### src/design/arp_pkg.sv
`default_nettype none
// ----------------------------------------------------------------------------
// arp_pkg: shared types and constants of the ARP responder
// Field codes, status codes, register indexes, the scan token that walks the
// cell chain and the write command that the controller broadcasts.
// ----------------------------------------------------------------------------
package arp_pkg;

  localparam logic [15:0] HwEthernet = 16'h0001;
  localparam logic [15:0] ProtoIpv4  = 16'h0800;
  localparam logic [7:0]  MacBytes   = 8'd6;
  localparam logic [7:0]  Ipv4Bytes  = 8'd4;
  localparam logic [15:0] OpRequest  = 16'd1;

  localparam logic [2:0] StatOk         = 3'd0;
  localparam logic [2:0] StatBadHwType  = 3'd1;
  localparam logic [2:0] StatBadHwLen   = 3'd2;
  localparam logic [2:0] StatBadProto   = 3'd3;
  localparam logic [2:0] StatBadProtoLn = 3'd4;
  localparam logic [2:0] StatNotOurs    = 3'd5;

  localparam logic CfgOwnIp  = 1'b0;
  localparam logic CfgOwnMac = 1'b1;

  localparam logic [31:0] OwnIpReset  = 32'hB30A_025A;  // 179.10.2.90
  localparam logic [47:0] OwnMacReset = 48'hABAB_ABAB_ABAB;

  // Entry index width; covers tables of up to 256 entries.
  localparam int unsigned IdxW = 8;

  typedef enum logic [1:0] {
    StIdle,
    StLaunch,
    StScan,
    StFail
  } state_e;

  // Scan token handed from cell to cell, one cell per cycle.
  typedef struct packed {
    logic            vld;
    logic            hit;
    logic            free;
    logic [IdxW-1:0] idx;
    logic [IdxW-1:0] free_idx;
  } tok_t;

  // Append command, broadcast to all cells.
  typedef struct packed {
    logic            en;
    logic [IdxW-1:0] idx;
  } wr_t;

endpackage
`default_nettype wire

### src/design/arp_cell.sv
`default_nettype none
// ----------------------------------------------------------------------------
// arp_cell: one translation table entry
// Holds valid, IP and MAC of one entry. Refreshes its MAC when the scan token
// finds the first match here, notes itself as the first free entry, and
// takes an append that is addressed to it.
// ----------------------------------------------------------------------------
module arp_cell #(
  parameter int unsigned CellIdx = 0
) (
  input  logic          clk_i,
  input  logic          rst_ni,
  input  arp_pkg::tok_t tok_i,
  output arp_pkg::tok_t tok_o,
  input  arp_pkg::wr_t  wr_i,
  input  logic [31:0]   sender_ip_i,
  input  logic [47:0]   sender_mac_i
);
  import arp_pkg::*;

  localparam logic [IdxW-1:0] MyIdx = IdxW'(CellIdx);

  logic        valid_q;
  logic [31:0] ip_q;
  logic [47:0] mac_q;
  tok_t        tok_q, tok_d;
  logic        match, is_free, wr_sel;

  always_comb begin
    match   = tok_i.vld && !tok_i.hit && valid_q && (ip_q == sender_ip_i);
    is_free = tok_i.vld && !tok_i.free && !valid_q;
    wr_sel  = wr_i.en && (wr_i.idx == MyIdx);
    tok_d   = tok_i;
    if (match) begin
      tok_d.hit = 1'b1;
      tok_d.idx = MyIdx;
    end
    if (is_free) begin
      tok_d.free     = 1'b1;
      tok_d.free_idx = MyIdx;
    end
  end

  always_ff @(posedge clk_i or negedge rst_ni) begin
    if (!rst_ni) begin
      valid_q <= 1'b0;
      tok_q   <= '0;
    end else begin
      tok_q <= tok_d;
      if (wr_sel) begin
        valid_q <= 1'b1;
      end
    end
  end

  // Entry payload is read only where valid.
  always_ff @(posedge clk_i) begin
    if (wr_sel) begin
      ip_q  <= sender_ip_i;
      mac_q <= sender_mac_i;
    end else if (match) begin
      mac_q <= sender_mac_i;
    end
  end

  assign tok_o = tok_q;

endmodule
`default_nettype wire

### src/design/arp_responder_with_table.sv
`default_nettype none
// ----------------------------------------------------------------------------
// arp_responder_with_table: ARP message handler with IP-to-MAC table
// Validates one parsed ARP message, refreshes or appends a translation
// table entry and flags whether a reply is due.
// ----------------------------------------------------------------------------
// Usage: pulse start with the message fields while busy is low. The result
// appears on the result ports, marked by done_o for exactly one cycle; there
// is no backpressure, so the receiver must take it then. A message that
// passes validation keeps busy high through the launch and scan states: a
// scan token walks the row of table cells one cell per cycle, looking for
// the first entry whose IP matches the sender (its MAC is refreshed on the
// spot) and for the lowest free entry. When the token leaves the last cell
// the result is registered and, when the message is for us and the sender
// was unknown, the sender is appended to the free entry in that same cycle.
// A message that fails validation only passes the fail state and leaves the
// table untouched. The table is empty after reset; there is no clearing
// pass. The user must write own_ip / own_mac through the cfg port only while
// busy is low; the block does not enforce this. They are not read back.
// ----------------------------------------------------------------------------
module arp_responder_with_table #(
  parameter int unsigned TABLE_ENTRIES = 16
) (
  input  logic        clk_i,
  input  logic        rst_ni,
  // configuration
  input  logic        cfg_we_i,
  input  logic        cfg_addr_i,
  input  logic [47:0] cfg_wdata_i,
  // item in
  input  logic        start,
  output logic        busy,
  input  logic [15:0] hw_type_i,
  input  logic [15:0] proto_type_i,
  input  logic [7:0]  hw_len_i,
  input  logic [7:0]  proto_len_i,
  input  logic [15:0] opcode_i,
  input  logic [47:0] sender_mac_i,
  input  logic [31:0] sender_ip_i,
  input  logic [31:0] target_ip_i,
  // result out
  output logic        done_o,
  output logic [2:0]  status_o,
  output logic        table_hit_o,
  output logic        entry_added_o,
  output logic        table_full_o,
  output logic [3:0]  entry_index_o,
  output logic        send_reply_o,
  output logic [47:0] reply_target_mac_o,
  output logic [31:0] reply_target_ip_o
);
  import arp_pkg::*;

  // Configuration registers
  logic [31:0] own_ip_q;
  logic [47:0] own_mac_q;

  always_ff @(posedge clk_i or negedge rst_ni) begin
    if (!rst_ni) begin
      own_ip_q  <= OwnIpReset;
      own_mac_q <= OwnMacReset;
    end else if (cfg_we_i) begin
      unique case (cfg_addr_i)
        CfgOwnIp:  own_ip_q  <= cfg_wdata_i[31:0];
        CfgOwnMac: own_mac_q <= cfg_wdata_i;
        default:   ;
      endcase
    end
  end

  // own_mac is only held here; no port drives it out of the block, so it is
  // folded into an unused signal.
  logic own_mac_unused;
  assign own_mac_unused = ^own_mac_q;

  // Control
  state_e state_q, state_d;
  logic   accept;
  logic   launch;
  logic   finish_ok;
  logic   finish_fail;

  // Latched item
  logic [15:0] opcode_q;
  logic [47:0] sender_mac_q;
  logic [31:0] sender_ip_q;
  logic        ours_q;
  logic [2:0]  chk_q;
  logic [2:0]  chk_code;

  // Cell chain
  tok_t tok_chain [TABLE_ENTRIES+1];
  wr_t  wr;

  assign accept = start && !busy;

  // Field checks, first failure wins.
  always_comb begin
    priority if (hw_type_i != HwEthernet) begin
      chk_code = StatBadHwType;
    end else if (hw_len_i != MacBytes) begin
      chk_code = StatBadHwLen;
    end else if (proto_type_i != ProtoIpv4) begin
      chk_code = StatBadProto;
    end else if (proto_len_i != Ipv4Bytes) begin
      chk_code = StatBadProtoLn;
    end else begin
      chk_code = StatOk;
    end
  end

  always_ff @(posedge clk_i) begin
    if (accept) begin
      opcode_q     <= opcode_i;
      sender_mac_q <= sender_mac_i;
      sender_ip_q  <= sender_ip_i;
      ours_q       <= (target_ip_i == own_ip_q);
      chk_q        <= chk_code;
    end
  end

  // Next state
  always_comb begin
    state_d = state_q;
    unique case (state_q)
      StIdle: begin
        if (accept) begin
          state_d = (chk_code == StatOk) ? StLaunch : StFail;
        end
      end
      StLaunch: state_d = StScan;
      StScan: begin
        if (tok_chain[TABLE_ENTRIES].vld) begin
          state_d = StIdle;
        end
      end
      StFail:  state_d = StIdle;
      default: state_d = StIdle;
    endcase
  end

  always_ff @(posedge clk_i or negedge rst_ni) begin
    if (!rst_ni) begin
      state_q <= StIdle;
    end else begin
      state_q <= state_d;
    end
  end

  // State outputs
  always_comb begin
    busy        = 1'b1;
    launch      = 1'b0;
    finish_ok   = 1'b0;
    finish_fail = 1'b0;
    unique case (state_q)
      StIdle:   busy        = 1'b0;
      StLaunch: launch      = 1'b1;
      StScan:   finish_ok   = tok_chain[TABLE_ENTRIES].vld;
      StFail:   finish_fail = 1'b1;
      default:  busy        = 1'b1;
    endcase
  end

  // Token entering cell 0
  assign tok_chain[0] = '{vld: launch, default: '0};

  for (genvar g = 0; g < TABLE_ENTRIES; g++) begin : g_cell
    arp_cell #(
      .CellIdx(g)
    ) u_cell (
      .clk_i       (clk_i),
      .rst_ni      (rst_ni),
      .tok_i       (tok_chain[g]),
      .tok_o       (tok_chain[g+1]),
      .wr_i        (wr),
      .sender_ip_i (sender_ip_q),
      .sender_mac_i(sender_mac_q)
    );
  end

  // Result from the token leaving the last cell
  tok_t            tok_end;
  logic            need_add;
  logic            do_add;
  logic            do_reply;
  logic [IdxW-1:0] sel_idx;

  always_comb begin
    tok_end  = tok_chain[TABLE_ENTRIES];
    need_add = ours_q && !tok_end.hit;
    do_add   = need_add && tok_end.free;
    do_reply = ours_q && (opcode_q == OpRequest);
    priority if (tok_end.hit) begin
      sel_idx = tok_end.idx;
    end else if (do_add) begin
      sel_idx = tok_end.free_idx;
    end else begin
      sel_idx = '0;
    end
    wr.en  = finish_ok && do_add;
    wr.idx = tok_end.free_idx;
  end

  logic done_q;

  always_ff @(posedge clk_i or negedge rst_ni) begin
    if (!rst_ni) begin
      done_q <= 1'b0;
    end else begin
      done_q <= finish_ok || finish_fail;
    end
  end

  always_ff @(posedge clk_i) begin
    if (finish_ok) begin
      status_o           <= ours_q ? StatOk : StatNotOurs;
      table_hit_o        <= tok_end.hit;
      entry_added_o      <= do_add;
      table_full_o       <= need_add && !tok_end.free;
      entry_index_o      <= sel_idx[3:0];
      send_reply_o       <= do_reply;
      reply_target_mac_o <= do_reply ? sender_mac_q : 48'd0;
      reply_target_ip_o  <= do_reply ? sender_ip_q : 32'd0;
    end else if (finish_fail) begin
      status_o           <= chk_q;
      table_hit_o        <= 1'b0;
      entry_added_o      <= 1'b0;
      table_full_o       <= 1'b0;
      entry_index_o      <= 4'd0;
      send_reply_o       <= 1'b0;
      reply_target_mac_o <= 48'd0;
      reply_target_ip_o  <= 32'd0;
    end
  end

  assign done_o = done_q;

  // Checks
  a_done_idle: assert property (@(posedge clk_i) disable iff (!rst_ni)
    done_o |-> !busy)
    else $error("result shown while still busy");

  a_fall_done: assert property (@(posedge clk_i) disable iff (!rst_ni)
    $fell(busy) |-> done_o)
    else $error("item finished without a result");

  a_hit_add: assert property (@(posedge clk_i) disable iff (!rst_ni)
    done_o |-> !(table_hit_o && entry_added_o))
    else $error("entry both refreshed and appended");

  a_fail_quiet: assert property (@(posedge clk_i) disable iff (!rst_ni)
    (done_o && status_o != StatOk && status_o != StatNotOurs) |->
      (!send_reply_o && !table_hit_o && !entry_added_o))
    else $error("failed item touched the table or asked for a reply");

  a_tok_scan: assert property (@(posedge clk_i) disable iff (!rst_ni)
    tok_chain[TABLE_ENTRIES].vld |-> (state_q == StScan))
    else $error("scan token left the chain outside a scan");

endmodule
`default_nettype wire

### config.mk
export PLATFORM = sky130hd
export DESIGN_NAME = arp_responder_with_table
export DESIGN_NICKNAME = d
export VERILOG_FILES = /design/src/design/arp_pkg.sv /design/src/design/arp_cell.sv /design/src/design/arp_responder_with_table.sv
export SDC_FILE = /design/constraint.sdc
export NUM_CORES = 1
export LEC_CHECK = 0
export BUFFER_PORTS_ARGS = -buffer_cell sky130_fd_sc_hd__clkbuf_2
export CORE_ASPECT_RATIO = 1.4
export CORE_UTILIZATION = 40
export DETAILED_ROUTE_END_ITERATION = 12
export PLACE_DENSITY = 0.61
export SYNTH_ARGS = -nofsm -noshare
export SYNTH_HDL_FRONTEND = slang
export SYNTH_SLANG_ARGS = --single-unit
### constraint.sdc
create_clock -name clk_i -period 6.9 [get_ports clk_i]
set_input_delay 1.035 -clock clk_i [delete_from_list [all_inputs] [get_ports clk_i]]
set_output_delay 1.035 -clock clk_i [all_outputs]
set_load 0.005 [all_outputs]
======== Yosys cells after proc, flatten, opt, wreduce, memory -nomap -nowiden ========
Index checks and enable logic that the tools add are counted.
cells by class
  equality and inequality tests ........... 42
  multiplexer cells ....................... 92
  bitwise logic cells ..................... 1
  reduce and logical (&&, ||, !) cells .... 155
operator list
  operator              number
  $eq 32x32->1          17
  $mux 48               3
  $logic_and 1x1->1     100
  $mux 4                25
  $mux 32               3
  $logic_not 1->1       48
  $mux 1                43
  $mux 3                11
  $eq 4x4->1 const B    8
  $eq 16x1->1 const B   1
  $eq 4x3->1 const B    4
  $ne 16x1->1 const B   1
  $ne 16x12->1 const B  1
  $ne 8x3->1 const B    2
  $mux 2                6
  $eq 4x2->1 const B    2
  $logic_not 8->1       1
  $pmux 2 s4            1
  $eq 2x2->1 const B    2
  $eq 4x1->1 const B    1
  $reduce_and 2->1      2
  $logic_not 3->1       1
  $eq 2x1->1 const B    1
  $logic_not 2->1       1
  5 further kinds       5
storage, ports and cells
  register bits after elaboration ......... 908
  input port bits ......................... 229
  output and inout port bits .............. 93
  word-level logic and storage cells ...... 416

======== Depth between registers and ports, before layout ========
Gate-level depths: netlist (run 1).
  word-level depth ........................ 9
  gate-level depth with buffers ........... 6
  mapped depth without buffers ............ 4

======== Modules after synthesis ========
From an unflattened synthesis (run 1), not the netlist that was laid out.
unflattened totals
  cells, all modules ...................... 2427
  area, all modules ....................... 41010.6 um2
modules (own cells, without submodules)
  module                             times used  cells an instance  area an instance (um2)  seq. area each (um2)
  arp_responder_with_table           1           449                8259.2                  6626.4
  arp_cell at g_cell[10].u_cell ...  4           123                2060.7                  1461.4
  arp_cell at g_cell[11].u_cell ...  4           124                2019.4                  1461.4
  arp_cell at g_cell[4].u_cell ...   2           123                2064.5                  1461.4
  arp_cell at g_cell[1].u_cell ...   2           123                2063.2                  1461.4
  arp_cell at g_cell[12].u_cell      1           124                2068.2                  1461.4
  arp_cell at g_cell[3].u_cell       1           124                2058.2                  1461.4
  arp_cell at g_cell[0].u_cell       1           127                2024.4                  1461.4
  arp_cell at g_cell[15].u_cell      1           123                2024.4                  1461.4

======== Worst setup path after synthesis (run 1) ========
OpenSTA, ideal clock, no wires.
  kind .................................... in2reg
  start ................................... input port start
  end ..................................... register chk_q[0] (enable)
  library setup time ...................... 559 ps
  data arrival time ....................... 5218 ps
  required time ........................... 6341 ps
  setup slack ............................. 1123 ps
  cell stages on the path ................. 2
  buffers on the path ..................... 0
  cells stage by stage .................... inv_1 nor2_1
on the way
  cells in the longest elaborated chain, start to end .. 1
ends and longest elaborated chain
  element               line                             RTL
  start, declared       arp_responder_with_table.sv:31   input logic start,
  $logic_and 1x1->1     arp_responder_with_table.sv:95   assign accept = start && !busy;
  named net accept      arp_responder_with_table.sv:78   logic accept;
  end signal, assigned  arp_responder_with_table.sv:118  chk_q <= chk_code;
  end, declared         arp_responder_with_table.sv:88   logic [2:0] chk_q;
The timed path passes the listed nets, and every way through them passes these cells.
A chain may end at the register's enable or synchronous reset.

======== Worst setup path after layout (run 1) ========
  start ................................... register state_q[0]
  end ..................................... register g_cell[4].u_cell.ip_q[3] (enable)
on the way
  cells in the longest elaborated chain, start to end .. 4
ends and longest elaborated chain
  element                            line                             RTL
  start, declared                    arp_responder_with_table.sv:77   state_e state_q, state_d;
  start signal, assigned             arp_responder_with_table.sv:144  state_q <= StIdle;
  start signal, assigned             arp_responder_with_table.sv:146  state_q <= state_d;
  $eq 2x2->1                         arp_responder_with_table.sv:156  unique case (state_q)
  $mux 1                             arp_responder_with_table.sv:156
  $logic_and 1x1->1                  arp_responder_with_table.sv:201  wr.en = finish_ok && do_add;
  $logic_and 1x1->1                  arp_cell.sv:32                   wr_sel = wr_i.en && (wr_i.idx == MyIdx);
  named net g_cell[4].u_cell.wr_sel  arp_cell.sv:27                   logic match, is_free, wr_sel;
  end signal, assigned               arp_cell.sv:59                   ip_q <= sender_ip_i;
  end, declared                      arp_cell.sv:24                   logic [31:0] ip_q;
The timed path passes the listed nets, and every way through them passes these cells.

==> metrics.csv, run 1 <==
stage,metric,value,unit
route,DRT Pass-1 Iters,5,
min_path,Min-Delay Startpoint,g_cell[7].u_cell.tok_o[18],
grt,initial antenna violation count,2,
worst_setup_path,CP Max Fanout,17,
grt,grt met1 use,0.2026,
timing,final hold viol count,0,
logic_synthesis,Synth Instances,2135,
timing,fmax,343.4,MHz
flow_run,max cap viols,0,
timing,min Tclk post-route,2912,ps
run_status,status,"finished, final reports clean",
route,starting DRC count in detailed routing,873,
grt,grt ovf,0,
timing,RSZ-0062 raised after global routing,false,
clocking,CTS max path bufs,3,
final_layout,P&R area growth vs syn,15.56,%
clocking,worst skew pair latency,660,ps
power_and_ir_drop,Power Dens Cells,313.8,nW/um^2
final_layout,Fillers,7543,
route,wire per inst,20.96,um
grt,routing usage on met2,0.3265,
route,number of remaining DRC errors,0,
placement,port buffer count,305,
clocking,# Post-CTS Setup Buffers,0,
die,die footprint,89840,sq um
power_and_ir_drop,leakage,0.01516,uW
die,chip width,253.6,um
route,post-DR vias/cell,4.895,
worst_setup_path,flop2flop setup slack,3990,ps
min_path,cell count of the worst hold path,0,
timing,worst relative slew slack,0.3217,
worst_setup_path,R2R Path End,g_cell[4].u_cell.ip_q[3],
route,Final ANT Viol Nets,0,
logic_synthesis,syn_area_per_cell,16.60,sq um
worst_setup_path,"Arr. time, crit path",3240,ps
clocking,CTS Buf Count,88,
route,total number of vias,18360,
clocking,clk slew on worst S/H paths,60,ps
timing,Max Slew Vio Count,0,
final_layout,fraction of layout cells with a size suffix above 1,0.2330,
grt,"Most Used Layer, Global Route",met2,
logic_synthesis,share of Yosys cell area claimed by the top area cell type,0.5955,
timing,setup ws final,3988,ps
clocking,htree depth,3,
timing,Max Clock Skew,25.69,ps
timing,Setup Viol. Count Final,0,
logic_synthesis,syn nets,2364,
clocking,clk sinks,900,
logic_synthesis,fraction of registers with async set or reset after synthesis,0.2189,
die,Initial Utilization,0.4054,
placement,hpwl dp,47.73,mm
worst_setup_path,Required @ worst endpoint,7230,ps
clocking,CTS tree,done,
logic_synthesis,top post-synthesis cells by area,"edfxtp_1, dfrtp_1, xor2_1",
worst_setup_path,crit start category,flip-flop,
grt,largest net degree at the start of global routing,130,
timing,Min Hold Slack,395.9,ps
logic_synthesis,dominant synthesized flop cell,edfxtp_1,
worst_setup_path,crit path kind,flip-flop to flip-flop,
clocking,Root Buffer,clkbuf_16,
die,chip height,354.2,um
logic_synthesis,Post-Syn Area,35450,sq um
worst_setup_path,family with the most delay on the worst path,simple AND/OR/NAND/NOR gates,
final_layout,Layout Nets,2736,
logic_synthesis,#FFs+latches synth,900,
timing,period utilization,0.4220,
timing,worst slew pin tran,1017,ps
grt,met3 GRT Util,0.02464,
worst_setup_path,Bufs and invs on worst path,1,
grt,first-pass GRT wire length,118.0,mm
grt,Global Route Usage Sum,0.1770,
logic_synthesis,"Seq/Total Area, Yosys",0.7350,
final_layout,Multi-input gate area,8552,sq um
final_layout,register area,26060,sq um
worst_setup_path,CP peak stage delay,780,ps
placement,DP Worst Slack,4011,ps
route,final WL,78.61,mm
worst_setup_path,Crit. End Element,flip-flop,
worst_setup_path,worst-path cell chain,"and3b_1, and2_1, nand2_1, nor2_2, buf_4",
clocking,post-cts resize count,0,
logic_synthesis,Ys Warns,0,
die,Row Count,128,
timing,Fin Setup TNS,0,ps
logic_synthesis,number of synthesized flops with an enable pin,703,
clocking,cts hold-fix bufs,0,
logic_synthesis,post-synth cell types,47,
logic_synthesis,Synth area leader,edfxtp_1,
worst_setup_path,Worst R2R Path Depth,5,
die,Core Region,87440,sq um
power_and_ir_drop,Peak VDD IR,198.1,uV
worst_setup_path,worst r2r src,state_q[0],
worst_setup_path,Worst path depth,5,
placement,Final Wtd Congestion,0.7590,
grt,vias in the first global route,19450,
worst_setup_path,Worst path slowest cell,nor2_2,
min_path,Hold WC Path Type,flip-flop to flip-flop,
min_path,Hold Path Sink,g_cell[8].u_cell.tok_o[18],
die,Top Ports,322,
-- layer usage --
layer	share of wire	routed length (um)	vias to the layer above
li1	-	-	8453
met2	0.53	41980	486
met3	0.043	3355	123
met5	0	0	-
met4	0.033	2607	0
met1	0.39	30670	9295
-- state kept, by name, summed over array words and instances, names as in the netlist --
name,count
chk_q,3
opcode_q,16
entry_index_o,4
table_full_o,1
reply_target_mac_o,48
own_ip_q,32
sender_mac_q,48
state_q,2
g_cell.u_cell.ip_q,512
status_o,3
table_hit_o,1
entry_added_o,1
reply_target_ip_o,32
send_reply_o,1
done_o,1
ours_q,1
g_cell.u_cell.valid_q,16
g_cell.u_cell.tok_o,146
sender_ip_q,32
-- worst max path at each step --
stage	start	to	slack, ps
after floorplan	start	chk_q[0]	1120
after global placement	state_q[0]	g_cell[6].u_cell.ip_q[0]	4090
after detailed placement	state_q[0]	g_cell[6].u_cell.ip_q[16]	4010
after CTS	state_q[0]	g_cell[6].u_cell.ip_q[10]	3990
after global routing	state_q[0]	g_cell[4].u_cell.ip_q[24]	3840
final	state_q[0]	g_cell[4].u_cell.ip_q[3]	3990
-- layout by cell type (no fill, tap or decap), types with 5 or more instances in the layout --
cell / count
edfxtp_1: 703
xor2_1: 422
clkbuf_2: 304
dfrtp_1: 185
xnor2_1: 122
nor4_1: 115
clkbuf_16: 90
and2_1: 83
buf_4: 56
nand4_1: 48
inv_1: 45
or2_2: 41
nand2b_1: 33
o31ai_1: 31
mux2_2: 30
clkbuf_1: 30
nand2_1: 20
nor2_1: 20
nor2b_1: 19
nand3_1: 17
nor3_1: 16
clkinv_1: 13
nor2_2: 12
dfstp_2: 12
a31o_2: 11
clkinv_2: 10
o31a_1: 9
a31oi_1: 9
and4_1: 6
clkbuf_8: 5
-- area by class of cell --
class / instances / area share
clock inverter: 38 / 0.008002
inverter: 45 / 0.004123
timing repair buffer: 362 / 0.04823
antenna: 1 / 0.00006109
tap: 1170 / 0.03573
clock buffer: 124 / 0.05907
sequential: 900 / 0.6360
multi-input combinational: 1110 / 0.2088
-- cell usage after synthesis (12+ instances only) --
cell type and number:
and2_1 83, buf_6 50, dfrtp_1 185, dfstp_2 12, edfxtp_1 703, inv_1 45, mux2_2 30, nand2_1 20
nand2b_1 33, nand3_1 17, nand4_1 48, nor2_1 34, nor2b_1 20, nor3_1 20, nor4_1 115, o31ai_1 31
or2_2 41, xnor2_1 122, xor2_1 422
-- per-stage QoR --
step                total power [uW]  cell area (sq um)  cells    util
global placement                8365              38220   3587  0.4370
floorplan                       7766              35450   2135       -
finish                         12850              40970   3750  0.4685
CTS                            13030              40960   3749  0.4685
global route                   13380              40970   3750  0.4685
detailed placement              8424              38220   3587  0.4370
-- logic make-up (layout without fill, tap and decap cells) --
| group | after synthesis | count (layout) | synth area share |
|---|---|---|---|
| xor+xnor | 544 | 544 | 0.1344 |
| other cells | 0 | 1 | 0 |
| mux | 32 | 32 | 0.01016 |
| buf+inv | 125 | 569 | 0.02591 |
| simple gates | 459 | 459 | 0.07786 |
| compound gates | 75 | 75 | 0.01669 |
| flops | 900 | 900 | 0.7350 |
-- report_power, final --
group          switching [uW]  total [uW]  internal (uW)
Sequential                192        6660           6470
Combinational            1050        1610            555
Clock                    2010        4590           2580
No activity file was read; power rests on OpenSTA's default activity.
==> inputs of run 2 (changes only) <==
--- a/config.mk
+++ b/config.mk
@@ -5,6 +5,7 @@
 export SDC_FILE = /design/constraint.sdc
 export NUM_CORES = 1
 export LEC_CHECK = 0
+export ABC_AREA = 1
 export BUFFER_PORTS_ARGS = -buffer_cell sky130_fd_sc_hd__clkbuf_2
 export CORE_ASPECT_RATIO = 1.4
 export CORE_UTILIZATION = 40
==> constraint.sdc (replaced) <==
create_clock -name clk_i -period 2.8 [get_ports clk_i]
set_input_delay 0.42 -clock clk_i [delete_from_list [all_inputs] [get_ports clk_i]]
set_output_delay 0.42 -clock clk_i [all_outputs]
set_load 0.005 [all_outputs]
==> run 2 against run 1 <==
Net effect: core utilization is 1.8 points higher; critical endpoint is now g_cell[11].u_cell.ip_q[21]; die area is 10% higher; synthesized cell count is 71% higher; clock skew is 7.6 ps lower; count of clock-buffer cells in the layout is 7 lower; critical path depth is 2 higher; clock power grew to 2.6 times the previous value; global-route usage is 4.4 points higher.
==> metrics.csv, run 2 <==
stage,metric,value,unit,change
final_layout,P&R area growth vs syn,20.53,%,was 15.56%
placement,port buffer count,305,,unchanged
die,chip width,266.2,um,was 253.6 um
route,number of remaining DRC errors,0,,unchanged
logic_synthesis,Synth Instances,3650,,was 2135
timing,worst slew pin tran,772.1,ps,was 1017 ps
route,post-DR vias/cell,4.759,,was 4.895
final_layout,fin area,47100,sq um,was 40970 sq um
route,starting DRC count in detailed routing,2126,,was 873
timing,period utilization,0.8125,,was 0.4220
clocking,Root Buffer,clkbuf_16,,unchanged
worst_setup_path,CP peak stage delay,400,ps,was 780 ps
final_layout,"most common cell after layout, fill and taps aside",nand2_1,,was edfxtp_1
logic_synthesis,share of Yosys cell area claimed by the top area cell type,0.5402,,was 0.5955
die,Top Ports,322,,unchanged
die,die footprint,98960,sq um,was 89840 sq um
worst_setup_path,flop2flop setup slack,530,ps,was 3990 ps
worst_setup_path,R2R Path End,g_cell[11].u_cell.ip_q[21],,was g_cell[4].u_cell.ip_q[3]
worst_setup_path,crit path kind,flip-flop to flip-flop,,unchanged
die,Row Count,135,,was 128
die,chip height,371.8,um,was 354.2 um
min_path,cell count of the worst hold path,7,,was 0
power_and_ir_drop,Power Dens Cells,720.1,nW/um^2,was 313.8 nW/um^2
logic_synthesis,top post-synthesis cells by area,"edfxtp_1, dfrtp_1, nand2_1",,"was edfxtp_1, dfrtp_1, xor2_1"
grt,"Most Used Layer, Global Route",met2,,unchanged
worst_setup_path,Worst R2R Path Depth,7,,was 5
clocking,CTS max path bufs,3,,unchanged
logic_synthesis,dominant synthesized flop cell,edfxtp_1,,unchanged
run_status,status,"finished, final reports clean",,unchanged
placement,Area after DPL,42980,sq um,was 38220 sq um
min_path,Min-Delay Startpoint,proto_len_i[3],,was g_cell[7].u_cell.tok_o[18]
route,Final ANT Viol Nets,0,,unchanged
worst_setup_path,"Arr. time, crit path",2590,ps,was 3240 ps
clocking,htree depth,3,,unchanged
timing,final hold viol count,0,,unchanged
final_layout,flip-flop count of the largest register after layout,512,,unchanged
grt,Global Route Usage Sum,0.2211,,was 0.1770
logic_synthesis,syn nets,3879,,was 2364
logic_synthesis,Post-Syn Area,39080,sq um,was 35450 sq um
logic_synthesis,Synth Area in Compound Gates,0.009157,,was 0.01669
grt,routing usage on met2,0.3891,,was 0.3265
power_and_ir_drop,Clock power frac,0.348,,was 0.357
timing,worst relative slew slack,0.4841,,was 0.3217
clocking,worst skew pair latency,680,ps,was 660 ps
power_and_ir_drop,sequential power share,0.486,,was 0.518
min_path,Hold Path Sink,state_q[1],,was g_cell[8].u_cell.tok_o[18]
placement,Final Wtd Congestion,0.9103,,was 0.7590
final_layout,"commonest cells after routing, fill and taps aside","nand2_1, edfxtp_1, nor2_1",,"was edfxtp_1, xor2_1, clkbuf_2"
die,Core Region,96790,sq um,was 87440 sq um
grt,vias in the first global route,26270,,was 19450
route,wire per inst,19.49,um,was 20.96 um
logic_synthesis,Synth area leader,edfxtp_1,,unchanged
power_and_ir_drop,combinational share of power,0.167,,was 0.125
worst_setup_path,CP Max Fanout,32,,was 17
logic_synthesis,#FFs+latches synth,900,,unchanged
logic_synthesis,dominant combinational cell family by area after synthesis,simple AND/OR/NAND/NOR gates,,was XOR/XNOR gates
worst_setup_path,Crit. End Element,flip-flop,,unchanged
power_and_ir_drop,leakage,0.02029,uW,was 0.01516 uW
logic_synthesis,number of synthesized flops with an enable pin,703,,unchanged
min_path,Hold WC Path Type,primary input to flip-flop,,was flip-flop to flip-flop
clocking,post-cts resize count,0,,unchanged
power_and_ir_drop,Peak VDD IR,613.5,uV,was 198.1 uV
clocking,clk slew on worst S/H paths,60,ps,about the same
die,Initial Utilization,0.4037,,was 0.4054
grt,largest net degree at the start of global routing,93,,was 130
clocking,CTS tree,done,,unchanged
logic_synthesis,syn_area_per_cell,10.71,sq um,was 16.60 sq um
logic_synthesis,top post-synthesis cells by count,"nand2_1, edfxtp_1, nor2_1",,"was edfxtp_1, xor2_1, dfrtp_1"
logic_synthesis,post-synth cell types,42,,was 47
worst_setup_path,Required @ worst endpoint,3120,ps,was 7230 ps
final_layout,Largest Register,g_cell.u_cell.ip_q,,unchanged
final_layout,post-route insts no fill,5566,,was 3750
final_layout,antenna diode count,0,,was 1
clocking,clk sinks,900,,unchanged
grt,grt ovf,0,,unchanged
timing,Max Slew Vio Count,0,,unchanged
final_layout,fraction of layout cells with a size suffix above 1,0.1517,,was 0.2330
clocking,CTS Buf Count,88,,unchanged
logic_synthesis,Post-Synth Adder-Cell Area,0,,unchanged
logic_synthesis,"Seq/Total Area, Yosys",0.6668,,was 0.7350
timing,min Tclk post-route,2275,ps,was 2912 ps
route,DRT Pass-1 Iters,5,,unchanged
timing,Setup Viol. Count Final,0,,unchanged
worst_setup_path,crit start category,flip-flop,,unchanged
grt,grt met1 use,0.2698,,was 0.2026
logic_synthesis,simple-gate area share of the yosys netlist,0.1838,,was 0.07786
placement,DP Cell Count,5276,,was 3587
logic_synthesis,most frequent cell after synthesis,nand2_1,,was edfxtp_1
logic_synthesis,fraction of registers with async set or reset after synthesis,0.2189,,unchanged
worst_setup_path,worst-path cell chain,"inv_2, nand3_4, nor2_4, nand3_1, buf_4, nor2_4, buf_4",,"was and3b_1, and2_1, nand2_1, nor2_2, buf_4"
timing,Max Clock Skew,18.05,ps,was 25.69 ps
worst_setup_path,worst r2r src,state_q[0],,unchanged
logic_synthesis,proportion of synthesized area in mux cells,0.008357,,was 0.01016
clocking,# Post-CTS Setup Buffers,0,,unchanged
final_layout,Layout Nets,4424,,was 2736
placement,hpwl dp,71.73,mm,was 47.73 mm
power_and_ir_drop,Internal,24410,uW,was 9598 uW
worst_setup_path,Worst path slowest cell,buf_4,,was nor2_2
grt,initial antenna violation count,1,,was 2
timing,Fin Setup TNS,0,ps,unchanged
logic_synthesis,Ys Warns,0,,unchanged
route,total number of vias,26490,,was 18360
power_and_ir_drop,Psw,9513,uW,was 3255 uW
grt,met3 GRT Util,0.03323,,was 0.02464
route,final WL,108.5,mm,was 78.61 mm
timing,RSZ-0062 raised after global routing,false,,unchanged
flow_run,max cap viols,0,,unchanged
grt,first-pass GRT wire length,160.4,mm,was 118.0 mm
logic_synthesis,Synth Area in XOR/XNOR,0.06746,,was 0.1344
power_and_ir_drop,Switching Share,0.2805,,was 0.2532
timing,fmax,439.6,MHz,was 343.4 MHz
[run 2: critical path: cells and delay by family (launching register included)]
family,cells,cell delay (ps)
DFF,1,390
and+or+nand+nor,4,660
buffers and inverters,3,830
[run 2: per-stage QoR]
stage	hold WS [ps]	total power (uW)	util	setup WS [ps]
CTS	180.7	34220	0.4866	533.8
finish	218.8	33920	0.4866	525.1
detailed placement	366.8	22280	0.4441	552.8
global placement	361.0	22210	0.4441	578.4
global route	245.4	35250	0.4866	380.0
floorplan	124.4	19640	-	-21.17
[run 2: layout make-up]
type / instances / area, sq um
fillers: 8670 / 49690
flip-flops and latches: 900 / 26060
multi-input cells: 2174 / 10640
repair buffers: 547 / 4140
clock buffers: 117 / 2434
inverters: 484 / 1817
well taps: 1301 / 1628
clock inverters: 43 / 385.4
[run 2: routing by layer]
layer / routed length (um) / share of wire
met3: 6717 / 0.062
met2: 54200 / 0.50
met5: 13 / 0.00012
met1: 43460 / 0.40
met4: 4102 / 0.038
[run 2: power by group through the flow]
stage / Sequential, uW / Clock, uW / Combinational (uW)
after floorplan: 16700 / 0 / 2900
after global placement: 16700 / 0 / 5490
after detailed placement: 16700 / 0 / 5540
after CTS: 16500 / 12000 / 5720
after global routing: 16600 / 12500 / 6180
final: 16500 / 11800 / 5660
[run 2: worst max-delay path by stage]
stage / from / endpoint / slack, ps / cells past startpoint
3_5_place_dp: state_q[0] / g_cell[11].u_cell.ip_q[27] / 550 / 7
5_1_grt: sender_ip_q[12] / g_cell[8].u_cell.tok_o[8] / 380 / 8
4_1_cts: state_q[0] / g_cell[11].u_cell.ip_q[27] / 530 / 7
3_3_place_gp: state_q[0] / g_cell[11].u_cell.ip_q[22] / 580 / 7
2_1_floorplan: state_q[0] / g_cell[11].u_cell.ip_q[0] / -20 / 5
6_report: state_q[0] / g_cell[11].u_cell.ip_q[21] / 530 / 7
[run 2: logic make-up after synthesis]
kind of cell	Yosys count
muxes	29
buffers and inverters	576
xor gates and xnor gates	301
and+or+nand+nor	1777
AOI/OAI and AO/OA	67
DFF	900
[run 2: what timing repair did]
item,in CTS,in global routing
hold buffers,130,0
hold endpoints to repair,174,0
setup endpoints to repair,0,0
